<file path="src/waypoint_arrival_sequencer_assert.svh">
// assertion macros for the waypoint arrival sequencer
// depends on nothing; included by the top level after its logic
`ifndef WAYPOINT_ARRIVAL_SEQUENCER_ASSERT_SVH
`define WAYPOINT_ARRIVAL_SEQUENCER_ASSERT_SVH

`ifndef SYNTH

// check a property on the rising clock edge, held off during reset
`define WAS_ASSERT(lbl, clk, rst, prop) \
  lbl: assert property (@(posedge clk) disable iff (rst) (prop)) \
    else $error("waypoint sequencer check failed at %m");

// check a property on every rising clock edge, reset included
`define WAS_ASSERT_ALWAYS(lbl, clk, prop) \
  lbl: assert property (@(posedge clk) (prop)) \
    else $error("waypoint sequencer check failed at %m");

`else

`define WAS_ASSERT(lbl, clk, rst, prop)
`define WAS_ASSERT_ALWAYS(lbl, clk, prop)

`endif

`endif

</file>
<file path="src/wpa_ram.sv">
// generic single-write, single-read ram with registered read data
// no dependencies
module wpa_ram #(
  parameter int WIDTH = 8,
  parameter int DEPTH = 16
) (
  input  logic                     clk,
  input  logic                     wr_en,
  input  logic [$clog2(DEPTH)-1:0] wr_addr,
  input  logic [WIDTH-1:0]         wr_data,
  input  logic [$clog2(DEPTH)-1:0] rd_addr,
  output logic [WIDTH-1:0]         rd_data
);

  logic [WIDTH-1:0] mem [DEPTH];

  // write port and read-first registered read
  always_ff @(posedge clk) begin
    if (wr_en) begin
      mem[wr_addr] <= wr_data;
    end
    rd_data <= mem[rd_addr];
  end

endmodule

</file>
<file path="config.mk">
export PLATFORM = sky130hd
export DESIGN_NAME = wpa_ram
export DESIGN_NICKNAME = d
export VERILOG_FILES = /design/src/waypoint_arrival_sequencer_assert.svh /design/src/wpa_ram.sv
export SDC_FILE = /design/constraint.sdc
export NUM_CORES = 1
export LEC_CHECK = 0
export BUFFER_PORTS_ARGS = -buffer_cell sky130_fd_sc_hd__buf_2
export CAP_MARGIN = 25
export CORE_UTILIZATION = 35
export DETAILED_ROUTE_END_ITERATION = 8
export HOLD_SLACK_MARGIN = 0.03
export PLACE_DENSITY_LB_ADDON = 0.3
export SYNTH_ARGS = -nofsm -noshare
export SYNTH_HDL_FRONTEND = slang
export SYNTH_SLANG_ARGS = --single-unit
</file>
<file path="constraint.sdc">
create_clock -name clk -period 2.25 [get_ports clk]
set_input_delay 0.45 -clock clk [delete_from_list [all_inputs] [get_ports clk]]
set_output_delay 0.45 -clock clk [all_outputs]
set_load 0.02 [all_outputs]
</file>
==> results of run 1 <==
[state kept, by name, indices dropped and copies added (netlist names)]
name,cells
mem,128
rd_data,8
[stage by stage]
step / power, mW / worst slack [ns] / hold WS (ns) / area (sq um)
floorplan: 3.06 / 0.307 / 0.549 / 5150
global placement: 3.19 / 0.317 / 0.658 / 5610
detailed placement: 3.20 / 0.313 / 0.666 / 5610
CTS: 6.02 / 0.754 / 0.411 / 6220
global route: 6.15 / 0.702 / 0.426 / 6220
finish: 5.97 / 0.766 / 0.421 / 6220
[per-layer routing]
layer / track usage, % / wire length [microns] / vias up
met5: 0 / 22 / -
met4: 4.97 / 57 / 4
met2: 23.7 / 4960 / 62
met3: 5.30 / 548 / 8
met1: 20.2 / 4680 / 1292
li1: - / - / 1090
[layout make-up]
class | count | area share (%)
Timing Repair Buffer | 48 | 5.19
Sequential cell | 136 | 64.4
Clock buffer | 20 | 7.02
Clock inverter | 11 | 2.82
Tap cell | 180 | 3.62
Multi-Input combinational cell | 83 | 17.0
[power by group through the flow]
stage	combinational [mW]	sequential, mW	clock, mW
finish	0.286	2.85	2.83
global route	0.310	2.86	2.98
CTS	0.291	2.85	2.88
detailed placement	0.291	2.90	0
global placement	0.285	2.90	0
floorplan	0.144	2.92	0
[critical path, cell delays in order]
cell,delay [ns]
buf_2,0.18
buf_12,0.21
mux4_1,0.56
a22oi_1,0.28
nand2_1,0.08
[cell families (layout without fill, tap and decap cells)]
| group | after synthesis | after routing | share of synthesized area (%) |
|---|---|---|---|
| compound gates | 16 | 16 | 2.33 |
| flops | 136 | 136 | 77.8 |
| simple gates | 35 | 35 | 3.18 |
| mux | 32 | 32 | 15.0 |
| buf+inv | 10 | 79 | 1.68 |
[how the worst min path moves through the flow]
stage                     from  slack, ns  depth (start not counted)    endpoint
floorplan           wr_data[0]       0.55                          0   mem[0][0]
global route        wr_data[1]       0.43                          1   mem[5][1]
detailed placement  mem[14][4]       0.67                          3  rd_data[4]
finish              wr_data[1]       0.42                          1  mem[14][1]
global placement    mem[15][5]       0.66                          3  rd_data[5]
CTS                 wr_data[1]       0.41                          1  mem[14][1]
[cells in the final DEF (no fill, tap or decap)]
cell type,n
edfxtp_1,128
buf_2,25
buf_4,21
mux4_2,18
clkbuf_16,17
a22oi_1,16
mux4_1,14
nor2_1,13
nand2_1,9
dfxtp_1,8
nor3_1,4
clkinv_4,4
bufinv_16,4
clkbuf_1,3
nand3b_1,2
nand2b_1,2
clkinvlp_4,2
buf_12,2
nor2b_1,1
and2_1,1
and2b_1,1
nand3_1,1
or3b_2,1
clkinv_2,1
==> flow_metrics.tcl, run 1 <==
set metrics [dict create \
    startpoint "rd_addr[0]" \
    post_cts_resized 0 \
    skew_ns 0.0118 \
    cts_sinks 136 \
    multi_input_area_sq_um 1060 \
    swShare_pct 19.6 \
    synth_top_area_share_pct 74.7 \
    worst-setup-path-type "in2reg" \
    slew_viol_final 0 \
    finalHoldViolations 0 \
    yosysSeqAreaShare_pct 77.8 \
    required_ns 2.54 \
    reg2reg_from "mem[2][3]" \
    synth_area_per_cell_sq_um 22.5 \
    setup_violations 0 \
    final-seq-area_sq_um 4000 \
    hold_path.class "in2reg" \
    grt_max_degree 19 \
    dp_hpwl_mm 6.72 \
    post-route-period-util_pct 65.9 \
    critPathCapture "rd_data[3]" \
    start_kind "input pin" \
    drive_gt1_share_pct 31.9 \
    globalRouteOverflowTotal 0 \
    grt_pass1_vias 2595 \
    die_w_microns 123 \
    yosys-top-cells-count "edfxtp_1, mux4_2, a22oi_1" \
    die_h_microns 123 \
    p_comb_share_pct 4.8 \
    cts_root_buf "clkbuf_16" \
    stdcell_count 478 \
    cts_buffer_depth 2 \
    cp-end-kind "flop" \
    synth_area_leader_cell "edfxtp_1" \
    vias 2456 \
    cp.arrival_ns 1.77 \
    drv_cap 0 \
    core_region_area_sq_um 14100 \
    p_leak_nw 2.11 \
    powerDensity_nw_per_um2 960 \
    netlist_instances 229 \
    synthMostInstantiatedCell "edfxtp_1" \
    syn-cell-area_sq_um 5150 \
    fin_crit_ns 1.48 \
    synthFlopType "edfxtp_1" \
    cts_made_buffers 17 \
    async_reset_ff_share_pct 0 \
    r2r_end "rd_data[3]" \
    die_area_sq_um 15200 \
    drt_iter0_drc 154 \
    synth_edf_count 128 \
    n_fill_cell 1228 \
    seq_power_share_pct 47.7 \
    clkPwrFrac_pct 47.5 \
    wl_per_cell_microns 21.5 \
    synth_cell_types 19 \
    cts_tree "built" \
    crit_fanout 18 \
    drcViolationCount 0 \
    clk_latency_ns 0.41 \
    internal_power_mw 4.80 \
    rsz0062_at_grt "no" \
    synth.area.top_cells "edfxtp_1, mux4_2, mux4_1" \
    switching_power_mw 1.17 \
    synth_nets 247 \
    r2r_cells 3 \
    ir_worst_vdd_v 0.000755 \
    status "finished, final reports clean" \
    track_usage_pct 15.3 \
    ys_ff_latch 136 \
    cts_hold_buf 0 \
    avgViaCountPerCell 5.14 \
    grt_first_pass_wirelength_mm 15.6 \
    antenna_left 0 \
    dr.pass1.iters 4 \
    syn_to_final_growth_pct 20.9 \
    drt_wl_total_mm 10.3 \
    r2r_slack_ns 0.91 \
    dpl.cell_count 447 \
    yosysWarnings 0 \
    numPortBuffers 25 \
    initial_core_util_pct 36.5 \
    gp_congestion 0.719 \
    layout.nets 304 \
    path_clk_slew_ns 0.06 \
    max_freq_mhz 674 \
    fin_util_pct 44.1 \
    num_rows 43 \
    worst_pin_slew_ns 0.401 \
    io_pins 26 \
    htreeDepth 4 \
    grt_antenna_before_repair 2 \
    relSlewSlack_pct 73.2 \
    antenna_cells 0 \
    fin_tns_setup_ns 0 \
    cts_setup_buffers 0 \
]
No activity file was read; power rests on OpenSTA's default activity.
==> run 2: changes to the inputs <==
Clock period 2.25 ns to 1.4 ns, I/O delays scaled along.
==> run 2 against run 1 <==
Total power increased by 57%; sequential power increased by 61%; setup slack got worse by 0.71 ns; via count increased by 0.37%; sequential share of layout area decreased by 1.7 points; routed wire length decreased by 3.3%; critical path type is now reg2reg; critical endpoint is now rd_data[1]; largest power group unchanged; highest routed layer is now met4.
==> flow_metrics.tcl, run 2 (same netlist as run 1, synthesis figures left out) <==
set metrics [dict create \
    worst-setup-path-type "reg2reg" \
    powerDensity_nw_per_um2 1470 \
    swShare_pct 19.5 \
    die_area_sq_um 15200 \
    vias 2465 \
    cp.arrival_ns 1.64 \
    finalHoldViolations 0 \
    max_freq_mhz 742 \
    track_usage_pct 14.6 \
    relSlewSlack_pct 53.4 \
    slew_viol_final 0 \
    critPathMaxStageDelay_ns 0.52 \
    dpl.cell_count 461 \
    r2r_slack_ns 0.05 \
    io_pins 26 \
    crit_chain "mux4_1 > a22oi_1 > nand2_1" \
    fin_tns_setup_ns 0 \
    final_common_cell "edfxtp_1" \
    layout.nets 318 \
    rsz0062_at_grt "no" \
    drcViolationCount 0 \
    grt_first_pass_wirelength_mm 15.1 \
    gp_congestion 0.734 \
    status "finished, final reports clean" \
    drive_gt1_share_pct 36.7 \
    drt_iter0_drc 254 \
    drt_wl_total_mm 9.93 \
    wl_per_cell_microns 20.1 \
    hold_depth 1 \
    numPortBuffers 25 \
    largest_register "mem" \
    crit_fanout 1 \
    final_cell_mix "edfxtp_1, buf_4, buf_2" \
    cts_hold_buf 0 \
    ir_worst_vdd_v 0.000839 \
    grt_antenna_before_repair 0 \
    worst_pin_slew_ns 0.698 \
    cts_root_buf "clkbuf_16" \
    largestRegisters "mem (128), rd_data (8)" \
    htreeDepth 4 \
    clkPwrFrac_pct 45.8 \
    hold_path.class "in2reg" \
    cp-end-kind "flop" \
    grt_pass1_vias 2437 \
    cts_buffer_depth 2 \
    num_rows 43 \
    cts_tree "built" \
    syn_to_final_growth_pct 24.1 \
    hold_end "mem[14][2]" \
    fin_util_pct 45.3 \
    antenna_left 0 \
    dr.pass1.iters 4 \
    stdcell_count 493 \
    skew_ns 0.00814 \
    worstHoldStart "wr_data[2]" \
    r2r_end "rd_data[1]" \
    start_kind "flop" \
    clk_latency_ns 0.41 \
    largest_register_ff_count 128 \
    core_region_area_sq_um 14100 \
    fin_crit_ns 1.35 \
    internal_power_mw 7.55 \
    p_comb_share_pct 5.4 \
    path_clk_slew_ns 0.06 \
    seq_power_share_pct 48.9 \
    drv_cap 0 \
    reg2reg_from "mem[8][1]" \
    initial_core_util_pct 36.5 \
    cts_made_buffers 17 \
    globalRouteOverflowTotal 0 \
    antenna_cells 0 \
    die_w_microns 123 \
    cts_sinks 136 \
    n_fill_cell 1203 \
    post-route-period-util_pct 96.3 \
    dp_hpwl_mm 6.68 \
    required_ns 1.69 \
    r2r_cells 3 \
    switching_power_mw 1.83 \
    setup_violations 0 \
    grt_max_degree 17 \
    crit_path_top_delay_cell "mux4_1" \
    avgViaCountPerCell 5.00 \
    p_leak_nw 2.20 \
    die_h_microns 123 \
]
-- run 2: cell count changes in the layout (fill, tap and decap cells not counted), moves of 2 or more --
cell,before,now
buf_4,21,30
nor2_2,0,3
a22oi_2,0,2
a22oi_1,16,14
clkinv_2,1,5
clkinv_4,4,0
clkinv_1,0,2
nor3_1,4,1
buf_12,2,7
nor2_1,13,10
nor3_2,0,2
-- run 2: area by class of cell --
type	instances	area, sq um	share of cell area (%)
Timing Repair Buffer	62	490	7.68
Clock buffer	21	440	6.89
Tap cell	180	225	3.53
Clock inverter	11	130	2.04
Sequential cell	136	4000	62.7
Multi-Input combinational cell	83	1100	17.2
-- run 2: critical path, delay by kind of cell, from the launching register on --
family             cells  cell delay (ns)
muxes                  1             0.52
AOI/OAI and AO/OA      1             0.28
and+or+nand+nor        1             0.08
DFF                    1             0.35
-- run 2: how the worst max path moves through the flow --
stage | to | slack, ns | startpoint
after global routing | rd_data[3] | 0.02 | mem[4][3]
after detailed placement | rd_data[3] | -0.38 | rd_addr[0]
after floorplan | rd_data[1] | -0.02 | rd_addr[0]
after global placement | rd_data[3] | -0.39 | rd_addr[0]
after CTS | rd_data[6] | 0.03 | mem[1][6]
final | rd_data[1] | 0.05 | mem[8][1]
-- run 2: per-stage QoR --
stage                     hold slack (ns)  total power [mW]  cell area (sq um)  setup WS (ns)
after CTS                           0.239              9.46               6380         0.0280
after global placement              0.659              5.17               5810         -0.386
after floorplan                     0.379              4.93               5190        -0.0165
final                               0.259              9.38               6390         0.0522
after detailed placement            0.664              5.18               5810         -0.382
after global routing                0.259              9.68               6390         0.0225
-- run 2: power by group through the flow --
stage               Combinational [mW]  Clock [mW]  Sequential (mW)
floorplan                        0.238           0             4.69
global placement                 0.505           0             4.67
detailed placement               0.509           0             4.67
CTS                              0.510        4.37             4.59
global route                     0.550        4.54             4.59
finish                           0.503        4.29             4.59
-- run 2: timing repair --
| action | in CTS | in global routing |
|---|---|---|
| setup endpoints to repair | 0 | 2 |
| setup buffers | 0 | 0 |
| resized for setup | 0 | 2 |
-- run 2: per-layer routing --
layer	wire length, microns	up-vias	share of wire (%)	global-route usage, %
met1	4560	1268	46	20.5
met2	4720	68	48	21.9
li1	-	1116	-	-
met5	0	-	0	0
met4	169	0	1.7	6.10
met3	483	13	4.9	3.32
